`src/kerned_text_line_measure_defines.svh`:
```
// Assertion macros shared by the measurement block.
`ifndef KERNED_TEXT_LINE_MEASURE_DEFINES_SVH
`define KERNED_TEXT_LINE_MEASURE_DEFINES_SVH

// Same-cycle implication.
`define KTLM_ASSERT_NOW(lbl, clk, rst, ante, cons) \
   lbl: assert property (@(posedge clk) disable iff (rst) (ante) |-> (cons)) \
      else $error("ktlm: check failed");

// Next-cycle implication.
`define KTLM_ASSERT_NEXT(lbl, clk, rst, ante, cons) \
   lbl: assert property (@(posedge clk) disable iff (rst) (ante) |=> (cons)) \
      else $error("ktlm: check failed");

`endif

```
`src/ktlm_pkg.sv`:
```
package ktlm_pkg;

   localparam int GLYPH_CODES = 256;
   localparam int MAX_LINES   = 65536;
   localparam int GIDX_W      = $clog2(GLYPH_CODES);

   localparam int CODE_W   = 8;
   localparam int ADV_W    = 12;
   localparam int KERN_W   = 8;
   localparam int CFG_W    = 12;
   localparam int WIDTH_W  = 21;
   localparam int WIDEST_W = 20;
   localparam int INDEX_W  = 16;
   localparam int HEIGHT_W = 28;
   localparam int KIDX_W   = 2 * CODE_W;

   localparam logic [CODE_W-1:0]  NEWLINE_CODE = CODE_W'(10);
   localparam logic [INDEX_W-1:0] LINE_LAST    = INDEX_W'(MAX_LINES - 1);

   typedef enum logic [1:0] {
      ACT_GLYPH = 2'd0,
      ACT_KERN  = 2'd1,
      ACT_CHAR  = 2'd2,
      ACT_END   = 2'd3
   } ktlm_action_type;

   typedef enum logic [0:0] {
      CSR_LINE_HEIGHT = 1'b0,
      CSR_BASELINE    = 1'b1
   } ktlm_csr_type;

   // item handed from the table stage to the accumulate stage
   typedef struct packed {
      logic valid;
      logic is_end;
      logic is_newline;
      logic has_glyph;
      logic prev_had;
   } ktlm_stage_type;

   function automatic logic signed [WIDTH_W-1:0] sat_width(
      input logic signed [WIDTH_W+1:0] v);
      logic signed [WIDTH_W+1:0] hi;
      logic signed [WIDTH_W+1:0] lo;
      hi = (WIDTH_W+2)'((2 ** (WIDTH_W - 1)) - 1);
      lo = -hi - (WIDTH_W+2)'(1);
      if (v > hi) begin
         sat_width = hi[WIDTH_W-1:0];
      end else if (v < lo) begin
         sat_width = lo[WIDTH_W-1:0];
      end else begin
         sat_width = v[WIDTH_W-1:0];
      end
   endfunction

endpackage

```
`src/ktlm_channels.sv`:
```


interface ktlm_csr_if import ktlm_pkg::*; ();
   logic             valid;
   logic             ready;
   ktlm_csr_type     index;
   logic [CFG_W-1:0] data;

   modport source (output valid, index, data, input ready);
   modport sink (input valid, index, data, output ready);
endinterface

```
`src/ktlm_csr.sv`:
```
module ktlm_csr import ktlm_pkg::*; (
   input  logic             clock,
   input  logic             reset,
   ktlm_csr_if.sink         csr_ch,
   output logic [CFG_W-1:0] line_height,
   output logic [CFG_W-1:0] baseline_height
);

   logic [CFG_W-1:0] line_height_ff, line_height_in;
   logic [CFG_W-1:0] baseline_ff, baseline_in;

   assign csr_ch.ready    = 1'b1;
   assign line_height     = line_height_ff;
   assign baseline_height = baseline_ff;

   always_comb begin
      line_height_in = line_height_ff;
      baseline_in    = baseline_ff;
      if (csr_ch.valid) begin
         unique case (csr_ch.index)
            CSR_LINE_HEIGHT: line_height_in = csr_ch.data;
            CSR_BASELINE:    baseline_in    = csr_ch.data;
            default: ;
         endcase
      end
   end

   always_ff @(posedge clock) begin
      if (reset) begin
         line_height_ff <= '0;
         baseline_ff    <= '0;
      end else begin
         line_height_ff <= line_height_in;
         baseline_ff    <= baseline_in;
      end
   end

endmodule

```
`src/flat_wrapper.sv`:
```
// flat-port wrapper written by rule: the top's interface ports become plain ports
module ktlm_csr_flat import ktlm_pkg::*;
  (clock, reset, line_height, baseline_height, csr_ch_valid, csr_ch_index, csr_ch_data, csr_ch_ready);
  ktlm_csr_if csr_ch_i ();
  input  logic clock;
  input  logic reset;
  output logic [CFG_W-1:0] line_height;
  output logic [CFG_W-1:0] baseline_height;
  input wire logic [$bits(csr_ch_i.valid)-1:0] csr_ch_valid;
  input wire logic [$bits(csr_ch_i.index)-1:0] csr_ch_index;
  input wire logic [$bits(csr_ch_i.data)-1:0] csr_ch_data;
  output wire logic [$bits(csr_ch_i.ready)-1:0] csr_ch_ready;
  assign csr_ch_i.valid = csr_ch_valid;
  assign csr_ch_i.index = csr_ch_index;
  assign csr_ch_i.data = csr_ch_data;
  assign csr_ch_ready = csr_ch_i.ready;
  ktlm_csr u_core (.clock(clock), .reset(reset), .csr_ch(csr_ch_i), .line_height(line_height), .baseline_height(baseline_height));
endmodule
```
`config.mk`:
```
export PLATFORM = sky130hd
export DESIGN_NAME = ktlm_csr_flat
export DESIGN_NICKNAME = d
export VERILOG_FILES = /design/src/kerned_text_line_measure_defines.svh /design/src/ktlm_pkg.sv /design/src/ktlm_channels.sv /design/src/ktlm_csr.sv /design/src/flat_wrapper.sv
export SDC_FILE = /design/constraint.sdc
export NUM_CORES = 1
export LEC_CHECK = 0
export BUFFER_PORTS_ARGS = -buffer_cell sky130_fd_sc_hd__buf_2
export CAP_MARGIN = 5
export CORE_MARGIN = 1.5
export CORE_UTILIZATION = 50
export CTS_CLUSTER_DIAMETER = 150
export CTS_CLUSTER_SIZE = 14
export DETAILED_ROUTE_END_ITERATION = 16
export HOLD_SLACK_MARGIN = 0.03
export PLACE_DENSITY = 0.82
export SYNTH_ARGS = -nofsm -noshare
export SYNTH_HDL_FRONTEND = slang
export SYNTH_SLANG_ARGS = --single-unit
```
`constraint.sdc`:
```
create_clock -name clock -period 1.4 [get_ports clock]
set_clock_uncertainty 0.2 [all_clocks]
set_input_delay 0.14 -clock clock [delete_from_list [all_inputs] [get_ports clock]]
set_output_delay 0.14 -clock clock [all_outputs]
set_load 0.01 [all_outputs]
```
; ---- After elaboration in Yosys (flattened, before gate mapping)
; Index checks and enable logic that the tools add are counted.
[op_classes]
bitwise = 1
n_reduce_logical = 2
[op_table]
columns = op, n
row1 = AND reduction 2 bit, 2
row2 = inverter 1 bit, 1
[word_totals]
register_bits = 24
inputBits = 16
output_inout_bits = 25
word_cells = 5

; ---- Longest topological paths before layout
[logic_depth]
depth_word = 2
depth_mapped = 3
ltp_nobuf = 2

; ---- Least setup slack after synthesis
; Ideal clock, no wire load.
[synth_timing]
kind = in2reg
startpoint = input port csr_ch_valid
endpoint = register u_core.line_height_ff[0] (netlist: u_core.line_height[0])
setup_ps = 72
arrival_time_ps = 560
required_ps = 1128
slack_ps = 569
cell_stages = 3
path_buffers = 1
path_cell_list = nor2b_4 -> buf_12 -> mux2i_1
[synth_via]
elab_chain_len = 1
[synth_lines]
columns = item, line_no
row1 = from (decl), flat_wrapper.sv:9  ; input wire logic [$bits(csr_ch_i.valid)-1:0] csr_ch_valid;
row2 = AND reduction 2 bit (no source line), n/a
row3 = to (signal assigned), ktlm_csr.sv:33  ; line_height_ff <= line_height_in;
row4 = to (decl), ktlm_csr.sv:9  ; logic [CFG_W-1:0] line_height_ff, line_height_in;
; Every way passes these cells.
; A chain may end at the register's enable or synchronous reset.

; ---- Worst setup path in the final report
[layout_timing]
startpoint = register u_core.line_height_ff[0] (netlist: u_core.line_height[0])
endpoint = output port line_height[0]
[layout_lines]
columns = item, line_no
row1 = to (decl), flat_wrapper.sv:7  ; output logic [CFG_W-1:0] line_height;
; No word-level cell between the ends.

==> flow_summary.toml <==
[run_status]
outcome = "completed"

[timing]
hold_viol = 0
rsz0062_at_grt = "false"
drv_slew = 0
layout_min_cycle_time_ns = 1.135
setup_viol = 0
timing.final.crit_share = 0.8110
fin_tns_setup_ns = 0
max_clock_freq_mhz = 880.8

[setup_path]
cp.depth = 1
path_cells = "buf_2"
cp_data_required_time_ns = 1.06
r2r_cells = 2
crit_type = "flip-flop to primary output"
worstSetupEndpointType = "primary output"
cp-startpoint = "u_core.line_height[0]$_SDFFE_PP0P_"
reg2reg_to = "u_core.baseline_height[3]$_SDFFE_PP0P_"
reg2reg_from = "u_core.baseline_height[3]$_SDFFE_PP0P_"
crit_family = "flip-flops"
critical-path-slowest-cell = "dfxtp_1"
critPathCapture = "line_height[0]"
rrSetupSlack_ns = 0.59
cp-start-kind = "flip-flop"
worst-path-buf-inv = 1
cp.arrival_ns = 0.80
crit_fanout = 2
slowest_delay_ns = 0.36

[cts]
numCtsBuffers = 3
cts_tree = "done"
clock-sinks = 24
clk-insertion-delay-late_ns = 0.30
cts.htree.levels = 1
postCtsSetupRepairBufs = 0
clockBufferDepth = 2
post_cts_resized = 0
root_buffer = "clkbuf_4"
clk_pin_slew_ns = 0.12

[synthesis]
synthCells = 95
synth_area_um2 = 1040
ys_seq_elements = 24
synthTopCellsByArea = "dfxtp_1 (46%), mux2i_1 (23%), nand2b_1 (22%)"
yosysUniqueCellTypes = 12
avgSynthCellArea_um2 = 10.94
syn_nets = 111
synth_top_area_share = 0.4621
yosys.area.top_type = "dfxtp_1"
yosys_warnings = 0
ys_seq_area_frac = 0.4621

[finish]
antennaDiodeCount = 0
syn_to_final_growth_pct = 30.69
mostFrequentLayoutCells = "buf_2 (39), nand2b_1 (37), mux2i_1 (24), dfxtp_1 (24), dlygate4sd3_1 (12)"
nets = 161
final_layout_size_suffix_gt1_frac = 0.3077
final_common_cell = "buf_2"
postLayoutCoreUtil = 0.6926

[routing]
route.detailed.drc = 0
drt.antenna.violating_nets = 0
dr.pass1.iters = 4
avgRoutedWirePerCell_um = 11.22
drtIter0Drc = 13
num_vias = 764
vias_per_cell = 4.494
drt_wl_total_mm = 1.908

[worst_hold_path]
hold_path.class = "input pin to flip-flop"

[grt]
first_global_vias = 822
grt_first_pass_wirelength_mm = 3.436
grt_max_degree = 37
grt.overflow.total = 0
antenna_found_initial = 0
grtUsageTotal = 0.1852

[floorplan]
die_x_um = 48.60
dieArea_um2 = 2362
ioPinCount = 41
initial_core_util = 0.5300
core_area_um2 = 1962
die_height_um = 48.60
row_count = 16

[power]
leakagePower_nw = 0.6731
vdd_drop_max_mv = 0.5196
p_per_area_nw_per_um2 = 895.8

[run]
max_cap_viol_count = 0

[placement]
port_buffers = 39
place_hpwl_mm = 1.307
place_congestion = 0.7470
==> report_power, final <==
| group | switching, mW | internal [mW] | leakage [nW] | total [mW] |
|---|---|---|---|---|
| logic | 0.0926 | 0.111 | 0.463 | 0.204 |
| clock network | 0.179 | 0.100 | 0.0138 | 0.279 |
| registers | 0.0165 | 0.718 | 0.196 | 0.735 |
| total | 0.288 | 0.930 | 0.673 | 1.22 |
==> repair_timing <==
item	CTS	global route
endpoints found under the hold margin	24	0
setup endpoints to repair	0	0
hold buffers	12	0
==> layer usage <==
| layer | routed length [um] | vias up | global-route usage |
|---|---|---|---|
| met5 | 0 | - | 0 |
| met3 | 91 | 2 | 0.03704 |
| met4 | 19 | 0 | 0.08571 |
| li1 | - | 403 | - |
| met2 | 933 | 17 | 0.3356 |
| met1 | 864 | 342 | 0.2068 |
==> registers in the layout, indices dropped and copies added (netlist names) <==
register	cells
u_core.baseline_height	12
u_core.line_height	12
==> area by class of cell <==
type / count / area (um^2)
multi-input combinational: 65 / 506.7
timing repair buffer: 51 / 315.3
clock buffer: 3 / 22.52
fill: 174 / 603.1
tap: 27 / 33.78
sequential: 24 / 480.5
==> logic make-up (layout without fill, tap and decap cells) <==
family	Yosys count	after routing	synth area share
other	1	1	0.003607
and+or+nand+nor	40	40	0.2527
DFF	24	24	0.4621
muxes	24	24	0.2310
buffers and inverters	6	54	0.05054
==> synthesized netlist by cell type <==
| library cell | count |
|---|---|
| mux2i_1 | 24 |
| clkbuf_1 | 1 |
| buf_6 | 1 |
| buf_4 | 1 |
| and2_1 | 1 |
| nand2_4 | 1 |
| buf_2 | 2 |
| nor2b_4 | 1 |
| conb_1 | 1 |
| dfxtp_1 | 24 |
| nand2b_1 | 37 |
| buf_12 | 1 |
==> worst min path at each step <==
stage / startpoint / to / slack [ns] / depth (start not counted)
final: csr_ch_index / u_core.line_height[7]$_SDFFE_PP0P_ / 0.05 / 3
after global routing: csr_ch_index / u_core.line_height[11]$_SDFFE_PP0P_ / 0.05 / 3
after CTS: csr_ch_index / u_core.line_height[7]$_SDFFE_PP0P_ / 0.05 / 3
after detailed placement: csr_ch_data[0] / u_core.baseline_height[0]$_SDFFE_PP0P_ / 0.24 / 3
after global placement: csr_ch_data[8] / u_core.line_height[8]$_SDFFE_PP0P_ / 0.22 / 3
after floorplan: csr_ch_data[0] / u_core.baseline_height[0]$_SDFFE_PP0P_ / 0.12 / 2
==> stage by stage <==
step / hold WS [ns] / instances / power [mW] / cell area (um^2) / worst slack (ns)
after floorplan: 0.1156 / 95 / 0.8690 / 1040 / 0.5688
after CTS: 0.04556 / 170 / 1.230 / 1359 / 0.2586
after global routing: 0.05022 / 170 / 1.282 / 1359 / 0.2061
after detailed placement: 0.2387 / 155 / 0.9297 / 1216 / 0.2538
final: 0.04673 / 170 / 1.217 / 1359 / 0.2646
after global placement: 0.2224 / 155 / 0.9238 / 1216 / 0.3027
Power figures use the tool's default switching activity.
