### src/kerned_text_line_measure_defines.svh
// Assertion macros shared by the measurement block.
`ifndef KERNED_TEXT_LINE_MEASURE_DEFINES_SVH
`define KERNED_TEXT_LINE_MEASURE_DEFINES_SVH

// Same-cycle implication.
`define KTLM_ASSERT_NOW(lbl, clk, rst, ante, cons) \
   lbl: assert property (@(posedge clk) disable iff (rst) (ante) |-> (cons)) \
      else $error("ktlm: check failed");

// Next-cycle implication.
`define KTLM_ASSERT_NEXT(lbl, clk, rst, ante, cons) \
   lbl: assert property (@(posedge clk) disable iff (rst) (ante) |=> (cons)) \
      else $error("ktlm: check failed");

`endif

### src/ktlm_pkg.sv
package ktlm_pkg;

   localparam int GLYPH_CODES = 256;
   localparam int MAX_LINES   = 65536;
   localparam int GIDX_W      = $clog2(GLYPH_CODES);

   localparam int CODE_W   = 8;
   localparam int ADV_W    = 12;
   localparam int KERN_W   = 8;
   localparam int CFG_W    = 12;
   localparam int WIDTH_W  = 21;
   localparam int WIDEST_W = 20;
   localparam int INDEX_W  = 16;
   localparam int HEIGHT_W = 28;
   localparam int KIDX_W   = 2 * CODE_W;

   localparam logic [CODE_W-1:0]  NEWLINE_CODE = CODE_W'(10);
   localparam logic [INDEX_W-1:0] LINE_LAST    = INDEX_W'(MAX_LINES - 1);

   typedef enum logic [1:0] {
      ACT_GLYPH = 2'd0,
      ACT_KERN  = 2'd1,
      ACT_CHAR  = 2'd2,
      ACT_END   = 2'd3
   } ktlm_action_type;

   typedef enum logic [0:0] {
      CSR_LINE_HEIGHT = 1'b0,
      CSR_BASELINE    = 1'b1
   } ktlm_csr_type;

   // item handed from the table stage to the accumulate stage
   typedef struct packed {
      logic valid;
      logic is_end;
      logic is_newline;
      logic has_glyph;
      logic prev_had;
   } ktlm_stage_type;

   function automatic logic signed [WIDTH_W-1:0] sat_width(
      input logic signed [WIDTH_W+1:0] v);
      logic signed [WIDTH_W+1:0] hi;
      logic signed [WIDTH_W+1:0] lo;
      hi = (WIDTH_W+2)'((2 ** (WIDTH_W - 1)) - 1);
      lo = -hi - (WIDTH_W+2)'(1);
      if (v > hi) begin
         sat_width = hi[WIDTH_W-1:0];
      end else if (v < lo) begin
         sat_width = lo[WIDTH_W-1:0];
      end else begin
         sat_width = v[WIDTH_W-1:0];
      end
   endfunction

endpackage

### src/ktlm_channels.sv


interface ktlm_rsp_if import ktlm_pkg::*; ();
   logic                      valid;
   logic                      ready;
   logic signed [WIDTH_W-1:0] line_width;
   logic [INDEX_W-1:0]        line_index;
   logic [WIDEST_W-1:0]       text_width;
   logic [HEIGHT_W-1:0]       text_height;
   logic                      is_final;

   modport source (output valid, line_width, line_index, text_width, text_height,
                   is_final, input ready);
   modport sink (input valid, line_width, line_index, text_width, text_height,
                 is_final, output ready);
endinterface


### src/ktlm_accum.sv
`include "kerned_text_line_measure_defines.svh"

module ktlm_accum import ktlm_pkg::*; (
   input  logic                     clock,
   input  logic                     reset,
   input  ktlm_stage_type           stage,
   input  logic [ADV_W-1:0]         adv_rd,
   input  logic signed [KERN_W-1:0] kern_rd,
   input  logic [CFG_W-1:0]         line_height,
   input  logic [CFG_W-1:0]         baseline_height,
   ktlm_rsp_if.source               rsp_ch,
   output logic                     go
);

   logic signed [WIDTH_W-1:0] acc_ff, acc_in;
   logic [WIDEST_W-1:0]       widest_ff, widest_in;
   logic [INDEX_W-1:0]        count_ff, count_in;
   logic                      rsp_valid_ff, rsp_valid_in;
   logic signed [WIDTH_W-1:0] rsp_width_ff, rsp_width_in;
   logic [INDEX_W-1:0]        rsp_index_ff, rsp_index_in;
   logic [WIDEST_W-1:0]       rsp_widest_ff, rsp_widest_in;
   logic [HEIGHT_W-1:0]       rsp_height_ff, rsp_height_in;
   logic                      rsp_final_ff, rsp_final_in;

   logic                      emits;
   logic                      work;
   logic signed [WIDTH_W-1:0] acc_kern;
   logic signed [WIDTH_W-1:0] acc_adv;
   logic [WIDEST_W-1:0]       widest_new;
   logic [HEIGHT_W-1:0]       height_val;

   assign emits = stage.valid && (stage.is_end || stage.is_newline);
   assign go    = !emits || !rsp_valid_ff || rsp_ch.ready;
   assign work  = go && stage.valid;

   assign rsp_ch.valid       = rsp_valid_ff;
   assign rsp_ch.line_width  = rsp_width_ff;
   assign rsp_ch.line_index  = rsp_index_ff;
   assign rsp_ch.text_width  = rsp_widest_ff;
   assign rsp_ch.text_height = rsp_height_ff;
   assign rsp_ch.is_final    = rsp_final_ff;

   always_comb begin
      acc_kern = acc_ff;
      if (stage.prev_had) begin
         acc_kern = sat_width((WIDTH_W+2)'(acc_ff) + (WIDTH_W+2)'(kern_rd));
      end
      acc_adv = acc_kern;
      if (stage.has_glyph) begin
         acc_adv = sat_width((WIDTH_W+2)'(acc_kern) +
                             $signed({{(WIDTH_W+2-ADV_W){1'b0}}, adv_rd}));
      end
      widest_new = widest_ff;
      if (!acc_ff[WIDTH_W-1] && acc_ff[WIDEST_W-1:0] > widest_ff) begin
         widest_new = acc_ff[WIDEST_W-1:0];
      end
      height_val = HEIGHT_W'(count_ff) * HEIGHT_W'(line_height) +
                   HEIGHT_W'(baseline_height);
   end

   always_comb begin
      acc_in        = acc_ff;
      widest_in     = widest_ff;
      count_in      = count_ff;
      rsp_width_in  = rsp_width_ff;
      rsp_index_in  = rsp_index_ff;
      rsp_widest_in = rsp_widest_ff;
      rsp_height_in = rsp_height_ff;
      rsp_final_in  = rsp_final_ff;
      rsp_valid_in  = rsp_valid_ff && !rsp_ch.ready;
      if (work) begin
         if (emits) begin
            rsp_valid_in  = 1'b1;
            rsp_width_in  = acc_ff;
            rsp_index_in  = count_ff;
            rsp_widest_in = widest_new;
            rsp_height_in = height_val;
            rsp_final_in  = stage.is_end;
            acc_in        = '0;
            if (stage.is_end) begin
               widest_in = '0;
               count_in  = '0;
            end else begin
               widest_in = widest_new;
               if (count_ff != LINE_LAST) begin
                  count_in = count_ff + INDEX_W'(1);
               end
            end
         end else begin
            acc_in = acc_adv;
         end
      end
   end

   always_ff @(posedge clock) begin
      if (reset) begin
         acc_ff       <= '0;
         widest_ff    <= '0;
         count_ff     <= '0;
         rsp_valid_ff <= 1'b0;
      end else begin
         acc_ff       <= acc_in;
         widest_ff    <= widest_in;
         count_ff     <= count_in;
         rsp_valid_ff <= rsp_valid_in;
      end
   end

   always_ff @(posedge clock) begin
      rsp_width_ff  <= rsp_width_in;
      rsp_index_ff  <= rsp_index_in;
      rsp_widest_ff <= rsp_widest_in;
      rsp_height_ff <= rsp_height_in;
      rsp_final_ff  <= rsp_final_in;
   end

   `KTLM_ASSERT_NEXT(a_end_clears_text, clock, reset, work && stage.is_end,
      count_ff == '0 && acc_ff == '0 && widest_ff == '0)
   `KTLM_ASSERT_NEXT(a_widest_grows, clock, reset, work && !stage.is_end,
      widest_ff >= $past(widest_ff))
   `KTLM_ASSERT_NOW(a_stall_needs_word, clock, reset, !go, rsp_valid_ff && emits)

endmodule

### src/flat_wrapper.sv
// flat-port wrapper written by rule: the top's interface ports become plain ports
module ktlm_accum_flat import ktlm_pkg::*;
  (clock, reset, stage, adv_rd, kern_rd, line_height, baseline_height, go, rsp_ch_valid, rsp_ch_line_width, rsp_ch_line_index, rsp_ch_text_width, rsp_ch_text_height, rsp_ch_is_final, rsp_ch_ready);
  ktlm_rsp_if rsp_ch_i ();
  input  logic clock;
  input  logic reset;
  input  ktlm_stage_type stage;
  input  logic [ADV_W-1:0] adv_rd;
  input  logic signed [KERN_W-1:0] kern_rd;
  input  logic [CFG_W-1:0] line_height;
  input  logic [CFG_W-1:0] baseline_height;
  output logic go;
  output wire logic [$bits(rsp_ch_i.valid)-1:0] rsp_ch_valid;
  output wire logic [$bits(rsp_ch_i.line_width)-1:0] rsp_ch_line_width;
  output wire logic [$bits(rsp_ch_i.line_index)-1:0] rsp_ch_line_index;
  output wire logic [$bits(rsp_ch_i.text_width)-1:0] rsp_ch_text_width;
  output wire logic [$bits(rsp_ch_i.text_height)-1:0] rsp_ch_text_height;
  output wire logic [$bits(rsp_ch_i.is_final)-1:0] rsp_ch_is_final;
  input wire logic [$bits(rsp_ch_i.ready)-1:0] rsp_ch_ready;
  assign rsp_ch_valid = rsp_ch_i.valid;
  assign rsp_ch_line_width = rsp_ch_i.line_width;
  assign rsp_ch_line_index = rsp_ch_i.line_index;
  assign rsp_ch_text_width = rsp_ch_i.text_width;
  assign rsp_ch_text_height = rsp_ch_i.text_height;
  assign rsp_ch_is_final = rsp_ch_i.is_final;
  assign rsp_ch_i.ready = rsp_ch_ready;
  ktlm_accum u_core (.clock(clock), .reset(reset), .stage(stage), .adv_rd(adv_rd), .kern_rd(kern_rd), .line_height(line_height), .baseline_height(baseline_height), .rsp_ch(rsp_ch_i), .go(go));
endmodule
### config.mk
export PLATFORM = sky130hd
export DESIGN_NAME = ktlm_accum_flat
export DESIGN_NICKNAME = d
export VERILOG_FILES = /design/src/ktlm_pkg.sv /design/src/ktlm_channels.sv /design/src/ktlm_accum.sv /design/src/flat_wrapper.sv
export VERILOG_INCLUDE_DIRS = /design/src /design/src/src
export SDC_FILE = /design/constraint.sdc
export NUM_CORES = 1
export LEC_CHECK = 0
export BUFFER_PORTS_ARGS = -buffer_cell sky130_fd_sc_hd__buf_4
export CAP_MARGIN = 40
export CORE_MARGIN = 10
export CORE_UTILIZATION = 38
export CTS_CLUSTER_SIZE = 14
export DETAILED_ROUTE_END_ITERATION = 8
export PLACE_DENSITY = 0.56
export SLEW_MARGIN = 20
export SYNTH_ARGS = -nofsm -noshare
export SYNTH_HDL_FRONTEND = slang
export SYNTH_SLANG_ARGS = --single-unit
### constraint.sdc
create_clock -name clock -period 16.9 [get_ports clock]
set_input_delay 3.38 -clock clock [delete_from_list [all_inputs] [get_ports clock]]
set_output_delay 3.38 -clock clock [all_outputs]
set_load 0.01 [all_outputs]
## Word-level counts from Yosys, hierarchy flattened

Cells that the tools add are included.

| word-level totals | value |
|---|---|
| input bits | 52 |
| logic and storage cells | 47 |
| register bits | 144 |
| output and inout bits | 88 |

| cells by class | value |
|---|---|
| add/sub/neg operators | 4 |
| order comparisons | 5 |
| $mul | 1 |
| equal/unequal tests | 1 |
| reductions and logical operators | 14 |
| mux-type cells | 13 |

Operators by type and width:

| cell | number |
|---|---|
| $mux 21 | 7 |
| $gt 23x21->1 const B | 2 |
| $lt 23x21->1 const B | 2 |
| $mux 20 | 2 |
| $mux 16 | 2 |
| $add 28x12->28 | 1 |
| $mul 16x12->28 | 1 |
| $add 21x13->22 | 1 |
| $add 21x8->22 | 1 |
| $gt 20x20->1 | 1 |
| $add 16x1->16 const B | 1 |
| $ne 16x16->1 const B | 1 |
| $logic_and 1x1->1 | 4 |
| $logic_not 1->1 | 4 |
| $logic_or 1x1->1 | 3 |
| $reduce_and 3->1 | 1 |
| $mux 1 | 2 |
| $reduce_and 2->1 | 1 |
| $reduce_bool 2->1 | 1 |

## Longest topological paths before layout

| logic depth | value |
|---|---|
| word-level depth | 11 |
| gate-level depth with buffers | 29 |

## Worst setup path after synthesis

Ideal clock, no wire load.

| timing | value |
|---|---|
| kind | input port to flip-flop |
| start point | in stage[3] (netlist name) |
| end point | reg u_core.count_ff[15] |
| setup slack | 7.170 ns |
| buffers on the path | 2 |
| data required time | 16.830 ns |
| data arrival time | 9.661 ns |
| setup time | 0.070 ns |
| stages | 8 |
| cells stage by stage | clkbuf_1 o21ai_0 nor2_1 o21ai_0 or3_1 clkbuf_1 or3_1 a21oi_1 |

| between the ends | value |
|---|---|
| word-level cells in the longest chain between the ends | 7 |

RTL lines:

| what | RTL line | RTL |
|---|---|---|
| start: declaration | flat_wrapper.sv:7 | `input ktlm_stage_type stage;` |
| $logic_or 1x1->1 | ktlm_accum.sv:32 | `assign emits = stage.valid && (stage.is_end \|\| stage.is_newline);` |
| $logic_and 1x1->1 | ktlm_accum.sv:32 |  |
| $logic_not 1->1 | ktlm_accum.sv:33 | `assign go = !emits \|\| !rsp_valid_ff \|\| rsp_ch.ready;` |
| $logic_or 1x1->1 (2 in series) | ktlm_accum.sv:33 |  |
| $logic_and 1x1->1 | ktlm_accum.sv:34 | `assign work = go && stage.valid;` |
| $reduce_and 3->1 (no source line) | n/a |  |
| end signal: assignment | ktlm_accum.sv:104 | `count_ff <= count_in;` |
| end: declaration | ktlm_accum.sv:17 | `logic [INDEX_W-1:0] count_ff, count_in;` |

Several ways; a longest one is shown, not always the timed one.
A chain may end at the register's enable or synchronous reset.

## Worst setup path in the final report

| timing | value |
|---|---|
| start point | in kern_rd[0] |
| end point | reg u_core.acc_ff[19] |

| between the ends | value |
|---|---|
| word-level cells in the longest chain between the ends | 11 |

RTL lines:

| what | RTL line | RTL |
|---|---|---|
| start: declaration | flat_wrapper.sv:9 | `input logic signed [KERN_W-1:0] kern_rd;` |
| $add 21x8->22 (*) | ktlm_accum.sv:46 | `acc_kern = sat_width((WIDTH_W+2)'(acc_ff) + (WIDTH_W+2)'(kern_rd));` |
| $lt 23x21->1 | ktlm_pkg.sv:49 | `end else if (v < lo) begin` |
| $mux 21 | ktlm_pkg.sv:49 |  |
| $mux 21 (*) | ktlm_pkg.sv:47 | `if (v > hi) begin` |
| $mux 21 (*) | ktlm_accum.sv:45 | `if (stage.prev_had) begin` |
| $add 21x13->22 | ktlm_accum.sv:50 | `acc_adv = sat_width((WIDTH_W+2)'(acc_kern) +` |
| $lt 23x21->1 | ktlm_pkg.sv:49 |  |
| $mux 21 | ktlm_pkg.sv:49 |  |
| $mux 21 | ktlm_pkg.sv:47 |  |
| $mux 21 (*) | ktlm_accum.sv:49 | `if (stage.has_glyph) begin` |
| $mux 21 (*) | ktlm_accum.sv:72 | `if (emits) begin` |
| end signal: assignment | ktlm_accum.sv:102 | `acc_ff <= acc_in;` |
| end: declaration | ktlm_accum.sv:15 | `logic signed [WIDTH_W-1:0] acc_ff, acc_in;` |

Every way passes the cells marked *; elsewhere a longest branch is shown, timed or not.

==> reports/qor.txt <==
first-pass GRT wire length = 61,300 um
setup repair bufs after CTS = 0
CP max FO = 17
startpoint types = input port
Area Overhead vs Synth = 14.88%
post-synthesis register bit count = 144
Detailed Route WL = 37,870 um
Core Area = 36,790 um2
critical path class = in -> reg
TritonCTS clock tree = yes
main flop type after synthesis = edfxtp_1
post-synthesis cell type count = 71
routed vias = 10,770
register area share after synthesis = 0.2632
crit share post-route = 0.5603
Slew Limit Fails = 0
max-capacitance violation count = 0
gr usage total = 0.1713
run status = completed
Post-Syn Area = 14,220 um2
Final ANT Viol Nets = 0
DRC = 0
critical-path cell with the highest stage delay = o31ai_4
Die Width = 213.5 um
post_cts resized = 0
unrepaired setup endpoints after global routing = false
Root Buffer Master = clkbuf_16
Clock Path Buffers = 2
Filler cells = 3,592
most common cell after layout, fill and taps aside = inv_1
Largest stage delay, worst path = 700 ps
Min Hold Slack = 484.5 ps
port bufs = 139
setup TNS = 0 ps
Num CTS Buffers = 17
Wirelength per Cell = 18.19 um
die area = 45,570 um2
Worst Tran Pin Value = 843.6 ps
HP Class = reg -> reg
PD cells = 59.59 nW/um2
# rows = 70
Top Ports = 140
initial drt markers = 637
net count after synthesis = 1,824
grt ovf = 0
Initial Util = 0.3867
gpl congestion = 0.9030
H-tree Lvls = 4
CP arrival = 9820 ps
vias in the first global route = 11,030
clock-pin slew on the worst setup and hold paths = 70 ps
CTS sink count = 144
Fmax achieved = 0.1056 GHz
router iterations before antenna repair = 5
net count reported at finish = 1,938
number of enable flip-flop cells after synthesis = 86
min Tclk post-route = 9469 ps
Die H = 213.5 um
initial antenna violation count = 0
Max IR drop VDD = 72.30 uV
fraction of layout cells with a size suffix above 1 = 0.1406
Setup violations, final = 0
ys async rst share = 0
worst skew pair latency = 450 ps
P_leak = 7.604 nW
Fin. Hold Viols = 0
worst rel slew slack = 0.4355
Synth warnings = 0
Avg Cell Area, Syn = 9.565 um2
most frequent cells in the layout = inv_1, nand2_1, fa_1, buf_4, ha_1
n_diodes = 0
largest net degree at the start of global routing = 56
CTS Hold Buffers Added = 0
Post-Route Skew = 12.69 ps
post-synthesis cell count = 1,487
Worst Setup End Kind = register
Detail Placement HPWL = 29,350 um
Required @ worst endpoint = 17,250 ps
vias per std cell = 5.172
-- path summary, 6_finish.rpt --
path | from | endpoint | slack (ps) | cells after the start
min reg2reg | u_core.widest_ff[18]$_SDFFE_PP0P_ | u_core.widest_ff[18]$_SDFFE_PP0P_ | 480 | 1
max reg2reg | u_core.acc_ff[0]$_SDFFE_PP0P_ | u_core.acc_ff[19]$_SDFFE_PP0P_ | 9910 | 27
min | u_core.widest_ff[18]$_SDFFE_PP0P_ | u_core.widest_ff[18]$_SDFFE_PP0P_ | 480 | 1
max | kern_rd[0] | u_core.acc_ff[19]$_SDFFE_PP0P_ | 7430 | 28
-- per-layer routing --
layer / share of wire / vias up / global-route usage / routed length, um
met5: 0 / - / 0 / 0
met4: 0.019 / 0 / 0.04889 / 709
met3: 0.044 / 50 / 0.03022 / 1655
met2: 0.46 / 217 / 0.2709 / 17460
met1: 0.48 / 5304 / 0.2356 / 18040
li1: - / 5198 / - / -
-- state kept, by name, summed over array words and instances (netlist names) --
name,flops
u_core.rsp_ch.line_width,21
u_core.rsp_ch.text_height,28
u_core.widest_ff,20
u_core.rsp_ch.is_final,1
u_core.count_ff,16
u_core.rsp_ch.text_width,20
u_core.rsp_ch.valid,1
u_core.acc_ff,21
u_core.rsp_ch.line_index,16
-- cell families after synthesis --
group,after synthesis,synth area share
AOI/OAI and AO/OA,266,0.1239
xor gates and xnor gates,57,0.03510
buffers and inverters,273,0.07284
adders and majority gates,297,0.3399
muxes,34,0.02639
and+or+nand+nor,416,0.1386
DFF,144,0.2632
-- power breakdown --
| part | switching, W | internal, W | total (W) |
|---|---|---|---|
| Combinational | 0.000112 | 0.0000812 | 0.000194 |
| Sequential | 0.00000845 | 0.000387 | 0.000396 |
| Clock | 0.000176 | 0.000208 | 0.000384 |
| Total | 0.000297 | 0.000677 | 0.000974 |
-- synth_stat cells, drive strengths merged (7+ instances only) --
| master | count | area, um2 |
|---|---|---|
| a211oi | 7 | 52.55 |
| a21o | 24 | 180.2 |
| a21oi | 73 | 365.4 |
| a22o | 22 | 192.7 |
| a31oi | 7 | 50.05 |
| and2 | 68 | 425.4 |
| and3 | 7 | 43.79 |
| clkbuf | 53 | 198.9 |
| dfxtp | 58 | 1161 |
| edfxtp | 86 | 2582 |
| fa | 153 | 3063 |
| ha | 132 | 1652 |
| inv | 214 | 803.3 |
| maj3 | 12 | 120.1 |
| mux2 | 28 | 315.3 |
| nand2 | 187 | 701.9 |
| nand2b | 11 | 68.82 |
| nand3 | 29 | 150.1 |
| nand4 | 8 | 50.05 |
| nor2 | 55 | 206.5 |
| nor2b | 9 | 56.30 |
| nor3 | 15 | 75.07 |
| o21a | 16 | 120.1 |
| o21ai | 61 | 309.0 |
| o21bai | 7 | 52.55 |
| o31ai | 13 | 112.6 |
| or3 | 9 | 56.30 |
| xnor2 | 35 | 306.5 |
| xor2 | 22 | 192.7 |
-- through the flow --
step | setup WS, ps | area [um2] | total power (W) | util | instances
floorplan | 7170 | 14220 | 0.0005258 | - | 1487
global placement | 6915 | 15730 | 0.0005928 | 0.4277 | 2048
detailed placement | 7062 | 15760 | 0.0005973 | 0.4285 | 2050
CTS | 7515 | 16340 | 0.0009853 | 0.4442 | 2082
global route | 6906 | 16340 | 0.001024 | 0.4442 | 2082
finish | 7431 | 16340 | 0.0009737 | 0.4442 | 2082
-- final cells by class --
type / count / area (um2) / share of cell area
Clock buffer: 18 / 429.2 / 0.02626
Clock inverter: 14 / 148.9 / 0.009112
Inverter: 214 / 803.3 / 0.04916
Multi-Input combinational cell: 1070 / 9467 / 0.5793
Sequential cell: 144 / 3744 / 0.2291
Tap cell: 468 / 585.6 / 0.03583
Timing Repair Buffer: 154 / 1164 / 0.07121
-- worst max-delay path, delay by kind of cell --
| family | cells | cell delay, ps |
|---|---|---|
| simple gates | 6 | 1170 |
| fa+ha+maj | 5 | 1600 |
| compound gates | 15 | 3530 |
| buf+inv | 2 | 140 |
Power figures use the tool's default switching activity.
